### config.mk
export PLATFORM = sky130hd
export DESIGN_NAME = rotor_substitution_cipher_core
export DESIGN_NICKNAME = d
export VERILOG_FILES = /design/src/rtl/rsc_pkg.sv /design/src/rtl/rotor_substitution_cipher_core.sv /design/src/rtl/rsc_ram.sv /design/src/rtl/rsc_front.sv /design/src/rtl/rsc_queue.sv /design/src/rtl/rsc_back.sv
export SDC_FILE = /design/constraint.sdc
export NUM_CORES = 2
export LEC_CHECK = 0
export ABC_AREA = 1
export BUFFER_PORTS_ARGS = -buffer_cell sky130_fd_sc_hd__buf_2
export CAP_MARGIN = 10
export CORE_MARGIN = 8
export CORE_UTILIZATION = 60
export DETAILED_ROUTE_END_ITERATION = 6
export PLACE_DENSITY = 0.76
export SKIP_CTS_REPAIR_TIMING = 1
export SLEW_MARGIN = 0
export SYNTH_ARGS = -nofsm -noshare
export SYNTH_HDL_FRONTEND = slang
export SYNTH_HIERARCHICAL = 1
export SYNTH_SLANG_ARGS = --single-unit
### constraint.sdc
create_clock -name aclk -period 11.2 [get_ports aclk]
set_input_delay 0 -clock aclk [delete_from_list [all_inputs] [get_ports aclk]]
set_output_delay 0 -clock aclk [all_outputs]
set_load 0.01 [all_outputs]
### src/rtl/rsc_pkg.sv
// Shared types, constants and modular helpers for the rotor substitution cipher.
// Used by every module of the block except rsc_ram; it depends on nothing else.
package rsc_pkg;

    localparam int ALPHABET_SIZE = 26;
    localparam int ROTOR_COUNT   = 3;
    localparam int SYM_W         = 5;
    localparam int SUM_W         = SYM_W + 1;
    localparam int ROTOR_W       = 2;
    localparam int TABLE_ADDR_W  = $clog2(ALPHABET_SIZE);
    localparam int PIPE_STAGES   = 7;

    localparam int QUEUE_DEPTH   = 4;
    localparam int QUEUE_PTR_W   = $clog2(QUEUE_DEPTH);
    localparam int QUEUE_CNT_W   = $clog2(QUEUE_DEPTH + 1);

    localparam logic [7:0] CHAR_UPPER_A = 8'd65;
    localparam logic [7:0] CHAR_UPPER_Z = 8'd90;
    localparam logic [7:0] CHAR_LOWER_A = 8'd97;
    localparam logic [7:0] CHAR_LOWER_Z = 8'd122;
    localparam logic [7:0] CASE_GAP     = 8'd32;

    localparam logic [SYM_W-1:0]   LAST_SYMBOL     = SYM_W'(ALPHABET_SIZE - 1);
    localparam logic [ROTOR_W-1:0] TABLE_REFLECTOR = 2'd3;

    typedef enum logic [1:0] {
        ACT_LOAD   = 2'd0,
        ACT_SET    = 2'd1,
        ACT_ENCODE = 2'd2
    } action_t;

    typedef enum logic [1:0] {
        CMD_LOAD_ROTOR = 2'd0,
        CMD_LOAD_REFL  = 2'd1,
        CMD_SET        = 2'd2,
        CMD_ENCODE     = 2'd3
    } cmd_kind_t;

    typedef struct packed {
        logic [1:0]       action;
        logic [1:0]       table_select;
        logic [SYM_W-1:0] entry_index;
        logic [SYM_W-1:0] entry_value;
        logic [1:0]       rotor_select;
        logic [SYM_W-1:0] start_position;
        logic [SYM_W-1:0] turnover_point;
        logic [7:0]       char_in;
    } rsc_in_t;

    typedef struct packed {
        logic [7:0] char_out;
        logic       was_letter;
    } rsc_out_t;

    // Load: sel = table, a = index, b = value. Set: sel = rotor, a = position,
    // b = turnover. Encode: ch = folded byte, letter flags a-z.
    typedef struct packed {
        cmd_kind_t        kind;
        logic             letter;
        logic [ROTOR_W-1:0] sel;
        logic [SYM_W-1:0] a;
        logic [SYM_W-1:0] b;
        logic [7:0]       ch;
    } cmd_t;

    typedef struct packed {
        logic push;
        cmd_t cmd;
    } queue_push_t;

    typedef struct packed {
        logic valid;
        cmd_t cmd;
    } queue_head_t;

    // Brings any sum below 64 back into the alphabet.
    function automatic logic [SYM_W-1:0] mod_fold(input logic [SUM_W-1:0] sum);
        logic [SUM_W-1:0] r;
        r = sum;
        if (r >= SUM_W'(2 * ALPHABET_SIZE)) begin
            r = r - SUM_W'(2 * ALPHABET_SIZE);
        end else if (r >= SUM_W'(ALPHABET_SIZE)) begin
            r = r - SUM_W'(ALPHABET_SIZE);
        end
        return r[SYM_W-1:0];
    endfunction

    function automatic logic [SYM_W-1:0] mod_add(input logic [SYM_W-1:0] a,
                                                  input logic [SYM_W-1:0] b);
        return mod_fold({1'b0, a} + {1'b0, b});
    endfunction

    // The subtrahend is always a rotor position, so it stays below the alphabet size.
    function automatic logic [SYM_W-1:0] mod_sub(input logic [SYM_W-1:0] a,
                                                  input logic [SYM_W-1:0] b);
        return mod_fold({1'b0, a} + SUM_W'(ALPHABET_SIZE) - {1'b0, b});
    endfunction

endpackage

### src/rtl/rotor_substitution_cipher_core.sv
// Top level of the rotor substitution cipher; uses rsc_pkg, rsc_front, rsc_queue, rsc_back.
// An accepted encode goes through the queue, seven lookup stages and the output register.
// Throughput is one transaction per cycle while results are taken and no load waits.
// A load waits in the queue until encodes in flight have drained from the pipeline, and
// longer while a stalled result side holds the pipeline.
// Reset clears rotor positions, turnover points, queue and pipeline; the wiring
// tables are not cleared and hold nothing defined until loaded.
module rotor_substitution_cipher_core
    import rsc_pkg::*;
(
    input  logic     aclk,
    input  logic     aresetn,
    input  logic     s_valid,
    output logic     s_ready,
    input  rsc_in_t  s_payload,
    output logic     m_valid,
    input  logic     m_ready,
    output rsc_out_t m_payload
);

    queue_push_t push;
    queue_head_t head;
    logic        queue_full;
    logic        pop;

    rsc_front u_front (
        .s_valid    (s_valid),
        .s_ready    (s_ready),
        .s_payload  (s_payload),
        .queue_full (queue_full),
        .push_out   (push)
    );

    rsc_queue u_queue (
        .aclk    (aclk),
        .aresetn (aresetn),
        .push_in (push),
        .full    (queue_full),
        .head    (head),
        .pop     (pop)
    );

    rsc_back u_back (
        .aclk      (aclk),
        .aresetn   (aresetn),
        .head      (head),
        .pop       (pop),
        .m_valid   (m_valid),
        .m_ready   (m_ready),
        .m_payload (m_payload)
    );

endmodule

### src/rtl/rsc_ram.sv
// Generic single-write, single-read RAM with a registered read port.
// Stand-alone; no package needed.
module rsc_ram #(
    parameter int WIDTH = 5,
    parameter int DEPTH = 26
) (
    input  logic                     aclk,
    input  logic                     wr_en,
    input  logic [$clog2(DEPTH)-1:0] wr_addr,
    input  logic [WIDTH-1:0]         wr_data,
    input  logic                     rd_en,
    input  logic [$clog2(DEPTH)-1:0] rd_addr,
    output logic [WIDTH-1:0]         rd_data
);

    logic [WIDTH-1:0] mem_reg [DEPTH];
    logic [WIDTH-1:0] rd_data_reg;

    always_ff @(posedge aclk) begin
        if (wr_en) begin
            mem_reg[wr_addr] <= wr_data;
        end
        if (rd_en) begin
            rd_data_reg <= mem_reg[rd_addr];
        end
    end

    assign rd_data = rd_data_reg;

endmodule

### src/rtl/rsc_front.sv
// Front end: takes input transactions, folds case and sorts them into commands.
// Depends on rsc_pkg; feeds rsc_queue.
module rsc_front
    import rsc_pkg::*;
(
    input  logic        s_valid,
    output logic        s_ready,
    input  rsc_in_t     s_payload,
    input  logic        queue_full,
    output queue_push_t push_out
);

    logic [7:0] folded;
    logic       keep;
    cmd_t       cmd;

    always_comb begin
        folded = s_payload.char_in;
        if (s_payload.char_in >= CHAR_UPPER_A && s_payload.char_in <= CHAR_UPPER_Z) begin
            folded = s_payload.char_in + CASE_GAP;
        end

        cmd.kind   = CMD_ENCODE;
        cmd.letter = (folded >= CHAR_LOWER_A) && (folded <= CHAR_LOWER_Z);
        cmd.sel    = s_payload.table_select;
        cmd.a      = s_payload.entry_index;
        cmd.b      = s_payload.entry_value;
        cmd.ch     = folded;
        keep       = 1'b0;

        case (s_payload.action)
            ACT_LOAD: begin
                cmd.kind = (s_payload.table_select == TABLE_REFLECTOR) ? CMD_LOAD_REFL
                                                                       : CMD_LOAD_ROTOR;
                keep = (s_payload.entry_index <= LAST_SYMBOL)
                    && (s_payload.entry_value <= LAST_SYMBOL);
            end
            ACT_SET: begin
                cmd.kind = CMD_SET;
                cmd.sel  = s_payload.rotor_select;
                cmd.a    = s_payload.start_position;
                cmd.b    = s_payload.turnover_point;
                keep = (s_payload.rotor_select < ROTOR_W'(ROTOR_COUNT))
                    && (s_payload.start_position <= LAST_SYMBOL)
                    && (s_payload.turnover_point <= LAST_SYMBOL);
            end
            ACT_ENCODE: begin
                keep = 1'b1;
            end
            default: begin
                keep = 1'b0;
            end
        endcase
    end

    // Items that are out of range are accepted and dropped here.
    assign s_ready       = !queue_full;
    assign push_out.push = s_valid && !queue_full && keep;
    assign push_out.cmd  = cmd;

endmodule

### src/rtl/rsc_queue.sv
// Short command queue between the front end and the execution back end.
// Depends on rsc_pkg.
module rsc_queue
    import rsc_pkg::*;
(
    input  logic        aclk,
    input  logic        aresetn,
    input  queue_push_t push_in,
    output logic        full,
    output queue_head_t head,
    input  logic        pop
);

    cmd_t                   mem_reg [QUEUE_DEPTH];
    logic [QUEUE_PTR_W-1:0] wr_ptr_reg, wr_ptr_next;
    logic [QUEUE_PTR_W-1:0] rd_ptr_reg, rd_ptr_next;
    logic [QUEUE_CNT_W-1:0] count_reg, count_next;

    always_comb begin
        wr_ptr_next = wr_ptr_reg;
        rd_ptr_next = rd_ptr_reg;
        count_next  = count_reg;
        if (push_in.push) begin
            wr_ptr_next = wr_ptr_reg + 1'b1;
        end
        if (pop) begin
            rd_ptr_next = rd_ptr_reg + 1'b1;
        end
        if (push_in.push && !pop) begin
            count_next = count_reg + 1'b1;
        end else if (!push_in.push && pop) begin
            count_next = count_reg - 1'b1;
        end
    end

    always_ff @(posedge aclk) begin
        if (!aresetn) begin
            wr_ptr_reg <= '0;
            rd_ptr_reg <= '0;
            count_reg  <= '0;
        end else begin
            wr_ptr_reg <= wr_ptr_next;
            rd_ptr_reg <= rd_ptr_next;
            count_reg  <= count_next;
        end
    end

    always_ff @(posedge aclk) begin
        if (push_in.push) begin
            mem_reg[wr_ptr_reg] <= push_in.cmd;
        end
    end

    assign full       = (count_reg == QUEUE_CNT_W'(QUEUE_DEPTH));
    assign head.valid = (count_reg != '0);
    assign head.cmd   = mem_reg[rd_ptr_reg];

`ifndef NO_ASSERTIONS
    a_count_bound: assert property (@(posedge aclk) disable iff (!aresetn)
        count_reg <= QUEUE_CNT_W'(QUEUE_DEPTH))
        else $error("Queue count exceeds its depth.");

    a_no_overflow: assert property (@(posedge aclk) disable iff (!aresetn)
        push_in.push |-> !full)
        else $error("Command pushed into a full queue.");

    a_no_underflow: assert property (@(posedge aclk) disable iff (!aresetn)
        pop |-> head.valid)
        else $error("Command popped from an empty queue.");
`endif

endmodule

### src/rtl/rsc_back.sv
// Back end: applies loads and sets, and runs encodes through a seven-stage lookup pipeline.
// Depends on rsc_pkg and rsc_ram; takes commands from rsc_queue.
module rsc_back
    import rsc_pkg::*;
(
    input  logic        aclk,
    input  logic        aresetn,
    input  queue_head_t head,
    output logic        pop,
    output logic        m_valid,
    input  logic        m_ready,
    output rsc_out_t    m_payload
);

    typedef struct packed {
        logic             valid;
        logic             letter;
        logic [7:0]       ch;
        logic [SYM_W-1:0] p0;
        logic [SYM_W-1:0] p1;
        logic [SYM_W-1:0] p2;
    } stage_t;

    stage_t stage_reg  [1:PIPE_STAGES];
    stage_t stage_next [1:PIPE_STAGES];
    stage_t issue_stage;

    logic [SYM_W-1:0] off_reg [ROTOR_COUNT];
    logic [SYM_W-1:0] off_next [ROTOR_COUNT];
    logic [SYM_W-1:0] cp_reg  [ROTOR_COUNT];
    logic [SYM_W-1:0] cp_next [ROTOR_COUNT];
    logic [SYM_W-1:0] off_inc [ROTOR_COUNT];

    logic     out_valid_reg, out_valid_next;
    rsc_out_t out_payload_reg, out_payload_next;

    logic adv;
    logic pipe_empty;
    logic is_load;
    logic issue_encode, issue_letter, issue_load, issue_set;
    logic carry0, carry1;

    logic [TABLE_ADDR_W-1:0] fwd_raddr [ROTOR_COUNT];
    logic [SYM_W-1:0]        fwd_rdata [ROTOR_COUNT];
    logic [TABLE_ADDR_W-1:0] inv_raddr [ROTOR_COUNT];
    logic [SYM_W-1:0]        inv_rdata [ROTOR_COUNT];
    logic [TABLE_ADDR_W-1:0] refl_raddr;
    logic [SYM_W-1:0]        refl_rdata;
    logic [SYM_W-1:0]        issue_x;
    logic [SYM_W-1:0]        result_x;

    // The whole pipeline moves together whenever the output register can take a result.
    assign adv = !out_valid_reg || m_ready;

    always_comb begin
        pipe_empty = 1'b1;
        for (int k = 1; k <= PIPE_STAGES; k++) begin
            if (stage_reg[k].valid) begin
                pipe_empty = 1'b0;
            end
        end
    end

    // A load must not overtake the table reads of encodes still in flight.
    assign is_load      = (head.cmd.kind == CMD_LOAD_ROTOR) || (head.cmd.kind == CMD_LOAD_REFL);
    assign issue_encode = head.valid && (head.cmd.kind == CMD_ENCODE) && adv;
    assign issue_letter = issue_encode && head.cmd.letter;
    assign issue_load   = head.valid && is_load && pipe_empty;
    assign issue_set    = head.valid && (head.cmd.kind == CMD_SET);
    assign pop          = issue_encode || issue_load || issue_set;

    // Rotor positions and stepping.
    always_comb begin
        for (int i = 0; i < ROTOR_COUNT; i++) begin
            off_inc[i]  = mod_add(off_reg[i], SYM_W'(1));
            off_next[i] = off_reg[i];
            cp_next[i]  = cp_reg[i];
            if (issue_set && head.cmd.sel == ROTOR_W'(i)) begin
                off_next[i] = head.cmd.a;
                cp_next[i]  = head.cmd.b;
            end
        end
        carry0 = (off_reg[0] == cp_reg[0]);
        carry1 = (off_reg[1] == cp_reg[1]);
        if (issue_letter) begin
            off_next[0] = off_inc[0];
            if (carry0) begin
                off_next[1] = off_inc[1];
                if (carry1) begin
                    off_next[2] = off_inc[2];
                end
            end
        end
    end

    always_ff @(posedge aclk) begin
        if (!aresetn) begin
            for (int i = 0; i < ROTOR_COUNT; i++) begin
                off_reg[i] <= '0;
                cp_reg[i]  <= '0;
            end
        end else begin
            for (int i = 0; i < ROTOR_COUNT; i++) begin
                off_reg[i] <= off_next[i];
                cp_reg[i]  <= cp_next[i];
            end
        end
    end

    // Each encode carries a snapshot of the positions it saw at issue.
    always_comb begin
        issue_stage.valid  = issue_encode;
        issue_stage.letter = head.cmd.letter;
        issue_stage.ch     = head.cmd.ch;
        issue_stage.p0     = off_reg[0];
        issue_stage.p1     = off_reg[1];
        issue_stage.p2     = off_reg[2];
        stage_next[1] = adv ? issue_stage : stage_reg[1];
        for (int k = 2; k <= PIPE_STAGES; k++) begin
            stage_next[k] = adv ? stage_reg[k-1] : stage_reg[k];
        end
    end

    always_ff @(posedge aclk) begin
        if (!aresetn) begin
            for (int k = 1; k <= PIPE_STAGES; k++) begin
                stage_reg[k] <= '0;
            end
        end else begin
            for (int k = 1; k <= PIPE_STAGES; k++) begin
                stage_reg[k] <= stage_next[k];
            end
        end
    end

    // Lookup addresses, one table per stage.
    always_comb begin
        issue_x       = SYM_W'(head.cmd.ch - CHAR_LOWER_A);
        fwd_raddr[0]  = mod_add(issue_x, off_reg[0]);
        fwd_raddr[1]  = mod_add(mod_add(fwd_rdata[0], stage_reg[1].p0), stage_reg[1].p1);
        fwd_raddr[2]  = mod_add(mod_add(fwd_rdata[1], stage_reg[2].p1), stage_reg[2].p2);
        refl_raddr    = mod_add(fwd_rdata[2], stage_reg[3].p2);
        inv_raddr[2]  = mod_sub(refl_rdata, stage_reg[4].p2);
        inv_raddr[1]  = mod_sub(mod_sub(inv_rdata[2], stage_reg[5].p2), stage_reg[5].p1);
        inv_raddr[0]  = mod_sub(mod_sub(inv_rdata[1], stage_reg[6].p1), stage_reg[6].p0);
        result_x      = mod_sub(inv_rdata[0], stage_reg[7].p0);
    end

    for (genvar r = 0; r < ROTOR_COUNT; r++) begin : g_rotor
        logic wr_rotor;
        assign wr_rotor = issue_load && (head.cmd.kind == CMD_LOAD_ROTOR)
                       && (head.cmd.sel == ROTOR_W'(r));

        rsc_ram #(.WIDTH(SYM_W), .DEPTH(ALPHABET_SIZE)) u_fwd (
            .aclk    (aclk),
            .wr_en   (wr_rotor),
            .wr_addr (head.cmd.a),
            .wr_data (head.cmd.b),
            .rd_en   (adv),
            .rd_addr (fwd_raddr[r]),
            .rd_data (fwd_rdata[r])
        );

        rsc_ram #(.WIDTH(SYM_W), .DEPTH(ALPHABET_SIZE)) u_inv (
            .aclk    (aclk),
            .wr_en   (wr_rotor),
            .wr_addr (head.cmd.b),
            .wr_data (head.cmd.a),
            .rd_en   (adv),
            .rd_addr (inv_raddr[r]),
            .rd_data (inv_rdata[r])
        );
    end

    rsc_ram #(.WIDTH(SYM_W), .DEPTH(ALPHABET_SIZE)) u_refl (
        .aclk    (aclk),
        .wr_en   (issue_load && (head.cmd.kind == CMD_LOAD_REFL)),
        .wr_addr (head.cmd.a),
        .wr_data (head.cmd.b),
        .rd_en   (adv),
        .rd_addr (refl_raddr),
        .rd_data (refl_rdata)
    );

    // Output register.
    always_comb begin
        out_valid_next   = out_valid_reg;
        out_payload_next = out_payload_reg;
        if (adv) begin
            out_valid_next              = stage_reg[PIPE_STAGES].valid;
            out_payload_next.was_letter = stage_reg[PIPE_STAGES].letter;
            out_payload_next.char_out   = stage_reg[PIPE_STAGES].letter
                                        ? CHAR_LOWER_A + {3'b000, result_x}
                                        : stage_reg[PIPE_STAGES].ch;
        end
    end

    always_ff @(posedge aclk) begin
        if (!aresetn) begin
            out_valid_reg <= 1'b0;
        end else begin
            out_valid_reg <= out_valid_next;
        end
    end

    always_ff @(posedge aclk) begin
        out_payload_reg <= out_payload_next;
    end

    assign m_valid   = out_valid_reg;
    assign m_payload = out_payload_reg;

`ifndef NO_ASSERTIONS
    a_offsets_in_range: assert property (@(posedge aclk) disable iff (!aresetn)
        (off_reg[0] <= LAST_SYMBOL) && (off_reg[1] <= LAST_SYMBOL)
        && (off_reg[2] <= LAST_SYMBOL))
        else $error("Rotor position left the alphabet.");

    a_letter_steps_rotor0: assert property (@(posedge aclk) disable iff (!aresetn)
        issue_letter |=> (off_reg[0] == $past(off_inc[0])))
        else $error("Rotor 0 did not step after an enciphered letter.");

    a_rotor2_needs_rotor1: assert property (@(posedge aclk) disable iff (!aresetn)
        ($past(aresetn) && !$past(issue_set) && (off_reg[2] != $past(off_reg[2])))
        |-> (off_reg[1] != $past(off_reg[1])))
        else $error("Rotor 2 stepped without rotor 1 stepping.");

    a_letter_result_lowercase: assert property (@(posedge aclk) disable iff (!aresetn)
        (adv && stage_reg[PIPE_STAGES].valid && stage_reg[PIPE_STAGES].letter)
        |=> (m_payload.char_out >= CHAR_LOWER_A) && (m_payload.char_out <= CHAR_LOWER_Z))
        else $error("Enciphered letter is not a lowercase letter.");
`endif

endmodule

==> impl_metrics.csv <==
group,metric,value,unit
global_route,grt_pass1_vias,38827,
critical_path,arrival,7.14,ns
critical_path,crit_type,"flop to flop",
synthesis,async_reset_ff_share,0,%
synthesis,avgSynthCellArea,10.02,sq um
sta,fin_tns_setup,0,ns
critical_path,crit_top_cell,"nand2_1",
synthesis,synth_cell_types,64,
global_route,grt-ovfl-total,0,
floorplanning,start_util,60.17,%
sta,grt_setup_unrepaired,"false",
route,drt_first_pass_iters,6,
synthesis,synth_area_leader_cell,"edfxtp_1",
floorplanning,io_pins,49,
critical_path,cp_top_family,"adder cells",
sta,period_share,59.39,%
placement,dpl_worst_slack,4.662,ns
sta,finClkSkew,0.03037,ns
cts,htreeDepth,4,
sta,period_needed,6.652,ns
placement,dp.cells,6890,
cells_and_area,drive_above_1_share,9.517,%
critical_path,cp_num_cells,36,
critical_path,critPathLaunchType,"flop",
cells_and_area,final_nets,6027,
cts,cts_tree,"yes",
synthesis,synth_commonest_cells,"1,490 x nand2_1, 1,056 x edfxtp_1, 790 x nand3_1",
synthesis,synth_seq_area_share,61.31,%
floorplanning,die_area,0.1065,sq mm
route,drtIter0Drc,4371,
critical_path,ff2ff_path_depth,36,
cells_and_area,area.growth.synth_to_final,9.115,%
cts,cts_root_buf,"clkbuf_16",
route,wl_per_cell,18.40,um
global_route,grt_max_degree,112,
floorplanning,dieHeight,326.3,um
synthesis,yosys-top-cells-area,"edfxtp_1 55%, nand2_1 9.7%, nand3_1 6.8%",
min_path,holdPathStages,6,
critical_path,critical_path_buf_inv_count,7,
placement,place_congestion,0.9000,
status,violations,"hold timing",
global_route,grt_pass1_wl,207.5,mm
synthesis,postSynthCellCount,5764,
synthesis,synth_top_flop_cell,"edfxtp_1",
sta,setup_viol,0,
route,vias,40636,
critical_path,critPathSlowestCell,"inv_2",
synthesis,ys_warn_count,6,
critical_path,slowest_delay,0.44,ns
route,ant_nets,0,
cts,clock-sinks,1241,
sta,relSlewSlack,6.499,%
sta,hold_viol,1,
cts,cts_buffers,130,
flow_run,maxCapViolCount,0,
cts,cts.clk_slew.worst_paths,0.06,ns
route,routed.top_layer,"met4",
placement,dp_hpwl,80.05,mm
synthesis,syn_area,0.05776,sq mm
min_path,min_path_type,"input port to flop",
sta,max_freq,150.3,MHz
critical_path,critPathRequiredTime,11.68,ns
synthesis,synth.most_common_cell,"nand2_1",
sta,fin_ws,4.548,ns
floorplanning,num_rows,114,
route,drcViolationCount,0,
critical_path,crit_fanout,31,
route,wl_met1,53.69,mm
placement,portBuffers,48,
sta,tightest_slew,1.395,ns
route,met2WireLength,64.05,mm
cts,clock_latency,0.75,ns
synthesis,synth_nets,6003,
floorplanning,core_area,0.09599,sq mm
placement,dpl_cell_area,0.05836,sq mm
critical_path,end_kind,"flop",
synthesis,synth-seq-cells,1241,
synthesis,yosysTopAreaCellShare,54.90,%
status,outcome,"finished with violations",
sta,whs,-0.03734,ns
route,wl,132.0,mm
global_route,grtUsageTotal,24.06,%
route,vias_per_cell,5.665,
cts,max-clock-path-buffers,3,
cells_and_area,fillCellCount,7193,
global_route,antenna_found_initial,2,
route,wl_met3,10.44,mm
synthesis,synth-edff-count,1056,
cells_and_area,instances_no_fill,7173,
cells_and_area,design_area,0.06303,sq mm
floorplanning,die_w,326.3,um
sta,finalMaxSlewViolations,0,
## worst register-to-register path, delay by kind of cell (launching register included)
family,cells,cell delay (ns)
AO/OA/AOI/OAI,4,0.70
buffers and inverters,7,1.12
adder cells (fa/ha/maj),8,2.23
XOR/XNOR,4,0.79
flip-flops,1,0.34
AND/OR/NAND/NOR,13,1.21
## per-stage QoR
stage / utilization [%] / hold slack (ns)
floorplan: - / 0.1213
global placement: 60.79 / 0.2575
detailed placement: 60.79 / 0.2565
CTS: 65.21 / -0.5093
global route: 65.65 / -0.01984
finish: 65.66 / -0.03734
## cells in the final DEF, fill, tap and decap left out, drive strengths merged, types with 21 or more instances in the layout
| cell | instances |
|---|---|
| clkbuf | 180 |
| xor2 | 48 |
| dfxtp | 185 |
| dlygate4sd3 | 42 |
| o21ai | 315 |
| edfxtp | 1056 |
| clkinv | 45 |
| nand3 | 798 |
| nor2 | 628 |
| a21oi | 113 |
| nand2 | 1503 |
| inv | 544 |
| buf | 96 |
| xnor2 | 21 |
| ha | 188 |
| o22ai | 27 |
## kinds of logic (layout without fill, tap and decap cells)
family | after synthesis | after routing | share of synthesized area [%]
AO/OA/AOI/OAI | 481 | 481 | 4.668
XOR/XNOR | 69 | 69 | 1.085
adder cells (fa/ha/maj) | 201 | 201 | 4.523
buffers and inverters | 787 | 918 | 6.553
flip-flops | 1241 | 1241 | 61.31
multiplexers | 9 | 9 | 0.1733
other | 0 | 2 | 0
AND/OR/NAND/NOR | 2976 | 2976 | 21.69
## worst paths after layout
path	end	slack, ns	from
min reg2reg	u_queue/rd_ptr_reg[1]	0.45	u_queue/rd_ptr_reg[1]
max	u_back/g_rotor[0].u_inv/rd_data[4]	4.55	u_back/g_rotor[1].u_inv/rd_data[1]
min	u_queue/wr_ptr_reg[0]	-0.04	s_payload[19]
max reg2reg	u_back/g_rotor[0].u_inv/rd_data[4]	4.55	u_back/g_rotor[1].u_inv/rd_data[1]
## area by class of cell
class	instances	area (sq um)	area share, %
tap	1276	1597	2.533
timing repair buffer	138	1023	1.624
multi-input combinational	3736	18700	29.66
sequential	1241	35410	56.19
inverter	541	2049	3.252
antenna	2	5.005	0.007941
clock buffer	180	3652	5.795
clock inverter	59	589.3	0.9350
## metal layers
| layer | global-route usage, % | up-vias |
|---|---|---|
| met4 | 7.967 | 0 |
| met3 | 3.911 | 319 |
| met5 | 0 | - |
| li1 | - | 19360 |
| met1 | 32.18 | 19203 |
| met2 | 40.19 | 1754 |
Power is not shown: default switching activity piles up to over one toggle a cycle in this logic, so the estimate is an artifact.
